<file path="config.mk">
export PLATFORM = sky130hd
export DESIGN_NAME = two_class_priority_queue_flat
export DESIGN_NICKNAME = d
export VERILOG_FILES = /design/src/tcpq_pkg.sv /design/src/tcpq_if.sv /design/src/tcpq_ram.sv /design/src/tcpq_ctrl.sv /design/src/tcpq_dp.sv /design/src/two_class_priority_queue.sv /design/src/flat_wrapper.sv
export SDC_FILE = /design/constraint.sdc
export NUM_CORES = 2
export LEC_CHECK = 0
export BUFFER_PORTS_ARGS = -buffer_cell sky130_fd_sc_hd__buf_4
export CAP_MARGIN = 20
export CORE_ASPECT_RATIO = 1.75
export CORE_MARGIN = 4
export CORE_UTILIZATION = 42
export CTS_CLUSTER_SIZE = 14
export DETAILED_ROUTE_END_ITERATION = 8
export GPL_TIMING_DRIVEN = 0
export HOLD_SLACK_MARGIN = 0.06
export SLEW_MARGIN = 20
export SYNTH_ARGS = -nofsm -noshare
export SYNTH_HDL_FRONTEND = slang
export SYNTH_HIERARCHICAL = 1
export SYNTH_SLANG_ARGS = --single-unit
</file>
<file path="constraint.sdc">
create_clock -name clk -period 10.3 [get_ports clk]
set_input_delay 1.03 -clock clk [delete_from_list [all_inputs] [get_ports clk]]
set_output_delay 1.03 -clock clk [all_outputs]
set_load 0.005 [all_outputs]
</file>
<file path="src/tcpq_pkg.sv">
package tcpq_pkg;

	localparam int VAL_W = 32;

	typedef logic [1:0]              cmd_t;
	typedef logic [1:0]              status_t;
	typedef logic signed [VAL_W-1:0] val_t;

	localparam cmd_t CMD_PUSH  = 2'd0;
	localparam cmd_t CMD_POP   = 2'd1;
	localparam cmd_t CMD_CLEAR = 2'd2;

	localparam status_t ST_OK    = 2'd0;
	localparam status_t ST_FULL  = 2'd1;
	localparam status_t ST_EMPTY = 2'd2;

	typedef struct packed {
		logic exec;
		logic fill;
		logic load_out;
	} tcpq_cmd_t;

	typedef struct packed {
		logic fetch_needed;
	} tcpq_stat_t;

endpackage

</file>
<file path="src/tcpq_if.sv">
interface tcpq_req_if;
	import tcpq_pkg::*;

	logic  valid;
	logic  ready;
	cmd_t  command;
	val_t  value;

	modport source (output valid, output command, output value, input ready);
	modport sink   (input valid, input command, input value, output ready);
endinterface

interface tcpq_rsp_if #(
	parameter int CW = 5
);
	import tcpq_pkg::*;

	logic          valid;
	logic          ready;
	status_t       status;
	val_t          popped_value;
	val_t          front_value;
	val_t          tail_value;
	val_t          last_priority_value;
	logic          has_priority;
	logic [CW-1:0] item_count;

	modport source (
		output valid, output status, output popped_value, output front_value,
		output tail_value, output last_priority_value, output has_priority,
		output item_count, input ready
	);
	modport sink (
		input valid, input status, input popped_value, input front_value,
		input tail_value, input last_priority_value, input has_priority,
		input item_count, output ready
	);
endinterface

interface tcpq_cfg_if;
	import tcpq_pkg::*;

	logic  valid;
	logic  ready;
	val_t  priority_threshold;

	modport source (output valid, output priority_threshold, input ready);
	modport sink   (input valid, input priority_threshold, output ready);
endinterface

</file>
<file path="src/tcpq_ram.sv">
module tcpq_ram #(
	parameter int WIDTH = 32,
	parameter int DEPTH = 16
) (
	input  logic                     clk,
	input  logic                     we,
	input  logic [$clog2(DEPTH)-1:0] waddr,
	input  logic [WIDTH-1:0]         wdata,
	input  logic                     re,
	input  logic [$clog2(DEPTH)-1:0] raddr,
	output logic [WIDTH-1:0]         rdata
);
	logic [WIDTH-1:0] mem_q [DEPTH];

	always_ff @(posedge clk) begin
		if (we) begin
			mem_q[waddr] <= wdata;
		end
		if (re) begin
			rdata <= mem_q[raddr];
		end
	end
endmodule

</file>
<file path="src/tcpq_ctrl.sv">
module tcpq_ctrl (
	input  logic               clk,
	input  logic               arst_n,
	input  logic               in_valid,
	output logic               in_ready,
	output logic               out_valid,
	input  logic               out_ready,
	input  tcpq_pkg::tcpq_stat_t stat,
	output tcpq_pkg::tcpq_cmd_t  cmd
);
	import tcpq_pkg::*;

	localparam logic [1:0] S_IDLE = 2'd0;
	localparam logic [1:0] S_FILL = 2'd1;
	localparam logic [1:0] S_EMIT = 2'd2;

	logic [1:0] state_q;
	logic [1:0] state_d;
	logic       out_valid_q;
	logic       slot_free;

	assign slot_free = !out_valid_q || out_ready;
	assign in_ready  = (state_q == S_IDLE);
	assign out_valid = out_valid_q;

	always_comb begin
		state_d      = state_q;
		cmd.exec     = 1'b0;
		cmd.fill     = 1'b0;
		cmd.load_out = 1'b0;
		unique case (state_q)
			S_IDLE: begin
				if (in_valid) begin
					cmd.exec = 1'b1;
					state_d  = stat.fetch_needed ? S_FILL : S_EMIT;
				end
			end
			S_FILL: begin
				cmd.fill = 1'b1;
				state_d  = S_EMIT;
			end
			S_EMIT: begin
				if (slot_free) begin
					cmd.load_out = 1'b1;
					state_d      = S_IDLE;
				end
			end
			default: begin
				state_d = S_IDLE;
			end
		endcase
	end

	always_ff @(posedge clk or negedge arst_n) begin
		if (!arst_n) begin
			state_q     <= S_IDLE;
			out_valid_q <= 1'b0;
		end else begin
			state_q <= state_d;
			if (cmd.load_out) begin
				out_valid_q <= 1'b1;
			end else if (out_ready) begin
				out_valid_q <= 1'b0;
			end
		end
	end
endmodule

</file>
<file path="src/tcpq_dp.sv">
module tcpq_dp #(
	parameter int DEPTH = 16,
	parameter int AW    = $clog2(DEPTH),
	parameter int CW    = $clog2(DEPTH + 1)
) (
	input  logic                 clk,
	input  logic                 arst_n,
	input  tcpq_pkg::tcpq_cmd_t  cmd,
	output tcpq_pkg::tcpq_stat_t stat,
	input  tcpq_pkg::cmd_t       command,
	input  tcpq_pkg::val_t       value,
	input  logic                 thr_we,
	input  tcpq_pkg::val_t       thr_wdata,
	output tcpq_pkg::status_t    status,
	output tcpq_pkg::val_t       popped_value,
	output tcpq_pkg::val_t       front_value,
	output tcpq_pkg::val_t       tail_value,
	output tcpq_pkg::val_t       last_priority_value,
	output logic                 has_priority,
	output logic [CW-1:0]        item_count
);
	import tcpq_pkg::*;

	localparam logic [AW:0]   DEPTH_W = (AW+1)'(DEPTH);
	localparam logic [AW-1:0] LAST_IX = AW'(DEPTH - 1);
	localparam logic [CW-1:0] DEPTH_C = CW'(DEPTH);
	localparam logic [CW-1:0] ONE_C   = CW'(1);
	localparam logic [CW-1:0] TWO_C   = CW'(2);

	val_t          thr_q;
	logic [AW-1:0] phead_q, nhead_q;
	logic [CW-1:0] pcount_q, ncount_q;
	val_t          pfront_q, nfront_q, plast_q, ntail_q;
	status_t       status_q;
	val_t          popped_q;
	logic          fill_pri_q;

	logic [CW-1:0] total;
	logic          full, is_pri, pop_pri, pop_nor, p_any, n_any;
	logic [AW:0]   psum, nsum;
	logic [AW-1:0] pwaddr, nwaddr, pinc, ninc;
	logic          p_we, n_we, p_re, n_re;
	val_t          p_rdata, n_rdata;
	val_t          view_front, view_lastp, view_tail;

	assign p_any   = (pcount_q != '0);
	assign n_any   = (ncount_q != '0);
	assign total   = pcount_q + ncount_q;
	assign full    = (total == DEPTH_C);
	assign is_pri  = (value > thr_q);
	assign pop_pri = p_any;
	assign pop_nor = !p_any && n_any;

	assign psum   = {1'b0, phead_q} + {1'b0, pcount_q[AW-1:0]};
	assign nsum   = {1'b0, nhead_q} + {1'b0, ncount_q[AW-1:0]};
	assign pwaddr = (psum >= DEPTH_W) ? AW'(psum - DEPTH_W) : psum[AW-1:0];
	assign nwaddr = (nsum >= DEPTH_W) ? AW'(nsum - DEPTH_W) : nsum[AW-1:0];
	assign pinc   = (phead_q == LAST_IX) ? '0 : phead_q + AW'(1);
	assign ninc   = (nhead_q == LAST_IX) ? '0 : nhead_q + AW'(1);

	assign p_we = cmd.exec && (command == CMD_PUSH) && !full && is_pri;
	assign n_we = cmd.exec && (command == CMD_PUSH) && !full && !is_pri;
	assign p_re = cmd.exec && (command == CMD_POP) && pop_pri;
	assign n_re = cmd.exec && (command == CMD_POP) && pop_nor;

	assign stat.fetch_needed = (command == CMD_POP) &&
		((pop_pri && pcount_q >= TWO_C) || (pop_nor && ncount_q >= TWO_C));

	tcpq_ram #(.WIDTH(VAL_W), .DEPTH(DEPTH)) u_pri_ram (
		.clk   (clk),
		.we    (p_we),
		.waddr (pwaddr),
		.wdata (value),
		.re    (p_re),
		.raddr (pinc),
		.rdata (p_rdata)
	);

	tcpq_ram #(.WIDTH(VAL_W), .DEPTH(DEPTH)) u_nor_ram (
		.clk   (clk),
		.we    (n_we),
		.waddr (nwaddr),
		.wdata (value),
		.re    (n_re),
		.raddr (ninc),
		.rdata (n_rdata)
	);

	always_ff @(posedge clk or negedge arst_n) begin
		if (!arst_n) begin
			thr_q    <= '0;
			phead_q  <= '0;
			nhead_q  <= '0;
			pcount_q <= '0;
			ncount_q <= '0;
		end else begin
			if (thr_we) begin
				thr_q <= thr_wdata;
			end
			if (cmd.exec) begin
				case (command)
					CMD_PUSH: begin
						if (!full && is_pri) begin
							pcount_q <= pcount_q + ONE_C;
						end else if (!full) begin
							ncount_q <= ncount_q + ONE_C;
						end
					end
					CMD_POP: begin
						if (pop_pri) begin
							phead_q  <= pinc;
							pcount_q <= pcount_q - ONE_C;
						end else if (pop_nor) begin
							nhead_q  <= ninc;
							ncount_q <= ncount_q - ONE_C;
						end
					end
					CMD_CLEAR: begin
						phead_q  <= '0;
						nhead_q  <= '0;
						pcount_q <= '0;
						ncount_q <= '0;
					end
					default: begin
					end
				endcase
			end
		end
	end

	always_ff @(posedge clk) begin
		if (cmd.exec) begin
			status_q <= ST_OK;
			popped_q <= '0;
			case (command)
				CMD_PUSH: begin
					if (full) begin
						status_q <= ST_FULL;
					end else if (is_pri) begin
						plast_q <= value;
						if (!p_any) begin
							pfront_q <= value;
						end
					end else begin
						ntail_q <= value;
						if (!n_any) begin
							nfront_q <= value;
						end
					end
				end
				CMD_POP: begin
					fill_pri_q <= pop_pri;
					if (pop_pri) begin
						popped_q <= pfront_q;
					end else if (pop_nor) begin
						popped_q <= nfront_q;
					end else begin
						status_q <= ST_EMPTY;
					end
				end
				default: begin
				end
			endcase
		end
		if (cmd.fill) begin
			if (fill_pri_q) begin
				pfront_q <= p_rdata;
			end else begin
				nfront_q <= n_rdata;
			end
		end
	end

	assign view_front = p_any ? pfront_q : (n_any ? nfront_q : '0);
	assign view_lastp = p_any ? plast_q : '0;
	assign view_tail  = n_any ? ntail_q : view_lastp;

	always_ff @(posedge clk) begin
		if (cmd.load_out) begin
			status              <= status_q;
			popped_value        <= popped_q;
			front_value         <= view_front;
			tail_value          <= view_tail;
			last_priority_value <= view_lastp;
			has_priority        <= p_any;
			item_count          <= total;
		end
	end
endmodule

</file>
<file path="src/two_class_priority_queue.sv">
// channel  role    handshake      payload
// req      sink    valid/ready    command, value
// rsp      source  valid/ready    status, popped_value, front_value, tail_value,
//                                 last_priority_value, has_priority, item_count
// cfg      sink    valid/ready    priority_threshold (ready held high)
//
// One transaction on req gives one transaction on rsp. A command goes from S_IDLE to
// S_EMIT, by way of S_FILL for a pop that leaves one or more values in its class: the
// new front is read back from that class's store, whose read is registered.
// req is taken only between commands; a result waiting on rsp stalls the next
// result, not the next command.
// arst_n empties both classes and sets the threshold to 0; stores are not cleared.
module two_class_priority_queue #(
	parameter int DEPTH = 16
) (
	input  logic         clk,
	input  logic         arst_n,
	tcpq_req_if.sink     req,
	tcpq_rsp_if.source   rsp,
	tcpq_cfg_if.sink     cfg
);
	import tcpq_pkg::*;

	localparam int AW = $clog2(DEPTH);
	localparam int CW = $clog2(DEPTH + 1);

	tcpq_cmd_t  cmd;
	tcpq_stat_t stat;

	assign cfg.ready = 1'b1;

	tcpq_ctrl u_ctrl (
		.clk       (clk),
		.arst_n    (arst_n),
		.in_valid  (req.valid),
		.in_ready  (req.ready),
		.out_valid (rsp.valid),
		.out_ready (rsp.ready),
		.stat      (stat),
		.cmd       (cmd)
	);

	tcpq_dp #(.DEPTH(DEPTH), .AW(AW), .CW(CW)) u_dp (
		.clk                 (clk),
		.arst_n              (arst_n),
		.cmd                 (cmd),
		.stat                (stat),
		.command             (req.command),
		.value               (req.value),
		.thr_we              (cfg.valid),
		.thr_wdata           (cfg.priority_threshold),
		.status              (rsp.status),
		.popped_value        (rsp.popped_value),
		.front_value         (rsp.front_value),
		.tail_value          (rsp.tail_value),
		.last_priority_value (rsp.last_priority_value),
		.has_priority        (rsp.has_priority),
		.item_count          (rsp.item_count)
	);
endmodule

</file>
<file path="src/flat_wrapper.sv">
// flat-port wrapper written by rule: the top's interface ports become plain ports
module two_class_priority_queue_flat import tcpq_pkg::*;
#(
	parameter int DEPTH = 16
)
  (clk, arst_n, req_valid, req_command, req_value, req_ready, rsp_valid, rsp_status, rsp_popped_value, rsp_front_value, rsp_tail_value, rsp_last_priority_value, rsp_has_priority, rsp_item_count, rsp_ready, cfg_valid, cfg_priority_threshold, cfg_ready);
  tcpq_req_if req_i ();
  tcpq_rsp_if #(.CW(5)) rsp_i ();
  tcpq_cfg_if cfg_i ();
  input  logic clk;
  input  logic arst_n;
  input wire logic [$bits(req_i.valid)-1:0] req_valid;
  input wire logic [$bits(req_i.command)-1:0] req_command;
  input wire logic [$bits(req_i.value)-1:0] req_value;
  output wire logic [$bits(req_i.ready)-1:0] req_ready;
  output wire logic [$bits(rsp_i.valid)-1:0] rsp_valid;
  output wire logic [$bits(rsp_i.status)-1:0] rsp_status;
  output wire logic [$bits(rsp_i.popped_value)-1:0] rsp_popped_value;
  output wire logic [$bits(rsp_i.front_value)-1:0] rsp_front_value;
  output wire logic [$bits(rsp_i.tail_value)-1:0] rsp_tail_value;
  output wire logic [$bits(rsp_i.last_priority_value)-1:0] rsp_last_priority_value;
  output wire logic [$bits(rsp_i.has_priority)-1:0] rsp_has_priority;
  output wire logic [$bits(rsp_i.item_count)-1:0] rsp_item_count;
  input wire logic [$bits(rsp_i.ready)-1:0] rsp_ready;
  input wire logic [$bits(cfg_i.valid)-1:0] cfg_valid;
  input wire logic [$bits(cfg_i.priority_threshold)-1:0] cfg_priority_threshold;
  output wire logic [$bits(cfg_i.ready)-1:0] cfg_ready;
  assign req_i.valid = req_valid;
  assign req_i.command = req_command;
  assign req_i.value = req_value;
  assign req_ready = req_i.ready;
  assign rsp_valid = rsp_i.valid;
  assign rsp_status = rsp_i.status;
  assign rsp_popped_value = rsp_i.popped_value;
  assign rsp_front_value = rsp_i.front_value;
  assign rsp_tail_value = rsp_i.tail_value;
  assign rsp_last_priority_value = rsp_i.last_priority_value;
  assign rsp_has_priority = rsp_i.has_priority;
  assign rsp_item_count = rsp_i.item_count;
  assign rsp_i.ready = rsp_ready;
  assign cfg_i.valid = cfg_valid;
  assign cfg_i.priority_threshold = cfg_priority_threshold;
  assign cfg_ready = cfg_i.ready;
  two_class_priority_queue #(.DEPTH(DEPTH)) u_core (.clk(clk), .arst_n(arst_n), .req(req_i), .rsp(rsp_i), .cfg(cfg_i));
endmodule
</file>
==> load_flow_metrics.sql <==
INSERT INTO impl_metrics (metric_group, metric, value, unit) VALUES
('status', 'outcome', 'complete, no violations', ''),
('cts', 'cts-root-buf', 'sky130_fd_sc_hd__clkbuf_16', ''),
('global_routing', 'grt_max_degree', '54', ''),
('die', 'boundaryPins', '210', ''),
('pwr', 'pwr_density_cell', '265', 'nW/um2'),
('placement', 'io_buffer_count', '207', ''),
('final_layout', 'area_growth', '16.9', '%'),
('pwr', 'switchingPower', '5.21', 'mW'),
('cts', 'total_clock_buffers_created_by_cts', '131', ''),
('yosys', 'syn-cell-area', '55000', 'um2'),
('pwr', 'static-leakage-power', '21.4', 'nW'),
('die', 'die_area', '137000', 'um2'),
('sta', 'rsz0062_at_grt', 'no', ''),
('placement', 'gp_congestion', '0.854', ''),
('cts', 'ctsHoldBuffers', '0', ''),
('final_layout', 'final_cell_area', '64200', 'um2'),
('sta', 'finClkSkew', '0.0287', 'ns'),
('run', 'maxCapViolCount', '0', ''),
('die', 'std_cell_rows', '175', ''),
('min_path', 'worstHoldPathType', 'in2async', ''),
('detailed_routing', 'ant_nets', '0', ''),
('cts', 'clockBufferDepth', '3', ''),
('sta', 'timing.final.max_slew_violations', '0', ''),
('setup_path', 'worst_ep_arrival_time', '5.77', 'ns'),
('detailed_routing', 'drc', '0', ''),
('placement', 'hpwlAfterDp', '97.7', 'mm'),
('sta', 'period_minus_slack', '5.32', 'ns'),
('sta', 'period_share', '51.6', '%'),
('cts', 'clock-sinks', '1440', ''),
('cts', 'clock_latency', '0.76', 'ns'),
('sta', 'setup_violations', '0', ''),
('detailed_routing', 'initialDrtViolationCount', '2428', ''),
('detailed_routing', 'route.detailed.wl_per_inst', '28.8', 'um'),
('global_routing', 'first_global_vias', '29700', ''),
('sta', 'report.final.hold_viol_count', '0', ''),
('cts', 'cts_post_setup_buffers_inserted', '0', ''),
('die', 'die_width', '282', 'um'),
('final_layout', 'reg_top3', 'u_core/u_dp/u_nor_ram/mem_q: 512 flops, u_core/u_dp/u_pri_ram/mem_q: 512 flops', ''),
('placement', 'place_area', '60200', 'um2'),
('yosys', 'syn-mean-instance-area', '19.8', 'um2'),
('detailed_routing', 'detailedRoute.firstPassIterationCount', '7', ''),
('pwr', 'pwr-share-clk', '27.4', '%'),
('yosys', 'synth_cell_type_count', '55', ''),
('sta', 'worst_slew_pin_slew', '1.09', 'ns'),
('yosys', 'synth.ff_latch_count', '1440', ''),
('detailed_routing', 'routed_wirelength', '144', 'mm'),
('cts', 'path_clk_slew', '0.06', 'ns'),
('sta', 'max_freq', '0.188', 'GHz'),
('final_layout', 'drive_above_1_share', '25.6', '%'),
('detailed_routing', 'dr_vias_cell', '5.64', ''),
('cts', 'tritoncts_clock_tree', 'done', ''),
('pwr', 'combPwrFrac', '29.3', '%'),
('die', 'die_height', '487', 'um'),
('cts', 'htreeDepth', '4', ''),
('yosys', 'synth-main-ff-cell', 'sky130_fd_sc_hd__edfxtp_1', ''),
('die', 'floorplan.initialDensity', '42.3', '%'),
('setup_path', 'timing.critical_path.fanout_max', '37', ''),
('global_routing', 'antenna_violations_before_repair', '9', ''),
('pwr', 'ir_worst_vdd', '0.194', 'mV'),
('global_routing', 'grt_overflow_total', '0', ''),
('setup_path', 'required', '10.75', 'ns'),
('yosys', 'seq_area_frac_synth', '77.0', '%'),
('pwr', 'internal_power', '11.8', 'mW'),
('setup_path', 'timing_worst_setup_path_type', 'in2reg', ''),
('yosys', 'netlist_instances', '2779', ''),
('setup_path', 'setup.worst_path.start_class', 'input pin', ''),
('sta', 'timing.max_slew.rel_slack', '27.2', '%'),
('die', 'core_area', '130000', 'um2'),
('final_layout', 'num-nets-final', '3331', ''),
('global_routing', 'grt_first_pass_wirelength', '205', 'mm'),
('global_routing', 'grt_use_total', '21.0', '%'),
('pwr', 'switching_share', '30.5', '%'),
('yosys', 'synth_enable_flop_cells', '1323', ''),
('sta', 'hold_slack', '0.344', 'ns'),
('cts', 'post_cts.resized_instances', '0', ''),
('pwr', 'power.sequential.fraction', '43.3', '%'),
('detailed_routing', 'via_count', '28100', ''),
('yosys', 'synthesis.nets', '2909', ''),
('yosys', 'synth_warnings', '6', ''),
('yosys', 'synth_async_sr_flop_share', '3.68', '%'),
('setup_path', 'crit_path_end_kind', 'register', '');
==> cells in the mapped netlist, types with 53 or more instances <==
cell / instances / area (um2)
sky130_fd_sc_hd__edfxtp_1: 1323 / 39700
sky130_fd_sc_hd__mux4_2: 256 / 5770
sky130_fd_sc_hd__a22oi_1: 128 / 961
sky130_fd_sc_hd__nand2_1: 120 / 450
sky130_fd_sc_hd__nor2_1: 110 / 413
sky130_fd_sc_hd__a21oi_1: 92 / 460
sky130_fd_sc_hd__clkbuf_1: 72 / 270
sky130_fd_sc_hd__and2_1: 70 / 438
sky130_fd_sc_hd__dfxtp_1: 64 / 1280
sky130_fd_sc_hd__mux2i_1: 64 / 641
sky130_fd_sc_hd__inv_1: 56 / 210
sky130_fd_sc_hd__ha_1: 54 / 676
sky130_fd_sc_hd__dfrtp_1: 53 / 1330
==> placed cells by master (no fill, tap or decap), drive strengths merged, types with 13 or more instances in the layout <==
cell type  count
edfxtp      1323
buf          355
clkbuf       265
mux4         256
a22oi        129
nand2        120
nor2         110
a21oi         92
and2          70
mux2i         64
dfxtp         64
inv           60
ha            54
dfrtp         53
o21ai         51
mux2          39
a22o          38
clkinv        30
nand2b        13
nor3          13
==> layer usage <==
metal	vias up	wire [um]	track usage (%)
li1	12000	-	-
met2	973	80500	39.6
met4	0	5490	7.78
met3	253	6980	3.28
met5	-	0	0
met1	14900	50700	23.7
==> worst paths after layout <==
path                       slack, ns                startpoint                                  to  cells after the start
setup / recovery                4.98             req_value[31]  u_core/u_dp/u_nor_ram/mem_q[4][15]                     15
hold / removal                  0.34                    arst_n               u_core/u_dp/thr_q[17]                      1
setup reg to reg                5.29   u_core/u_dp/ncount_q[0]  u_core/u_dp/u_pri_ram/mem_q[0][22]                     15
hold reg to reg                 0.42  u_core/u_dp/popped_q[13]        u_core/u_dp/popped_value[13]                      0
max in group asynchronous       9.48                    arst_n               u_core/u_dp/thr_q[19]                      1
min in group clk                0.42  u_core/u_dp/popped_q[13]        u_core/u_dp/popped_value[13]                      0
==> power groups by stage <==
stage	registers (mW)	logic, mW	clock network, mW
floorplan	7.50	2.96	0
global placement	7.60	4.74	0
detailed placement	7.51	5.05	0
CTS	7.39	5.07	4.77
global route	7.43	5.33	5.01
finish	7.38	5.00	4.67
==> per-stage QoR <==
step,std cells,util [%],total power [mW],TNS [ns],setup WS [ns]
2_1_floorplan,2779,-,10.5,0,2.10
3_3_place_gp,4667,45.1,12.3,-305.17,-2.22
3_5_place_dp,4749,46.3,12.6,0,4.22
4_1_cts,4984,49.4,17.2,0,5.01
5_1_grt,4985,49.4,17.8,0,4.68
6_report,4985,49.4,17.1,0,4.98
==> kinds of logic (layout without fill, tap and decap cells) <==
group	after synthesis	count (layout)	share of synthesized area, %
AND/OR/NAND/NOR	375	375	3.26
other	1	2	0.00682
XOR/XNOR	18	18	0.287
AO/OA/AOI/OAI	333	333	4.03
multiplexers	359	359	12.5
flip-flops	1440	1440	77.0
adder cells (fa/ha/maj)	59	59	1.41
buffers and inverters	194	718	1.55
==> area by class of cell <==
class	instances	area [um2]
Inverter	56	210
Timing Repair Buffer	289	2840
Clock inverter	42	359
Tap cell	1681	2100
Buffer	138	643
Sequential cell	1440	42300
Antenna cell	1	2.50
Clock buffer	193	3700
Multi-Input combinational cell	1145	12100
Fill cell	10600	65800
==> critical path: stages <==
cell and delay (ns):
sky130_fd_sc_hd__buf_4 0.37, sky130_fd_sc_hd__ha_1 0.46, sky130_fd_sc_hd__nand4_2 0.21, sky130_fd_sc_hd__nor2_1 0.05, sky130_fd_sc_hd__a221o_1 0.32, sky130_fd_sc_hd__a211o_1 0.40
sky130_fd_sc_hd__nor3b_2 0.54, sky130_fd_sc_hd__nor2_1 0.17, sky130_fd_sc_hd__nor2_1 0.32, sky130_fd_sc_hd__nand3b_1 0.37, sky130_fd_sc_hd__nor3_2 0.57, sky130_fd_sc_hd__buf_4 0.30
sky130_fd_sc_hd__buf_6 0.17, sky130_fd_sc_hd__buf_4 0.21, sky130_fd_sc_hd__buf_4 0.22
Power figures use the tool's default switching activity.
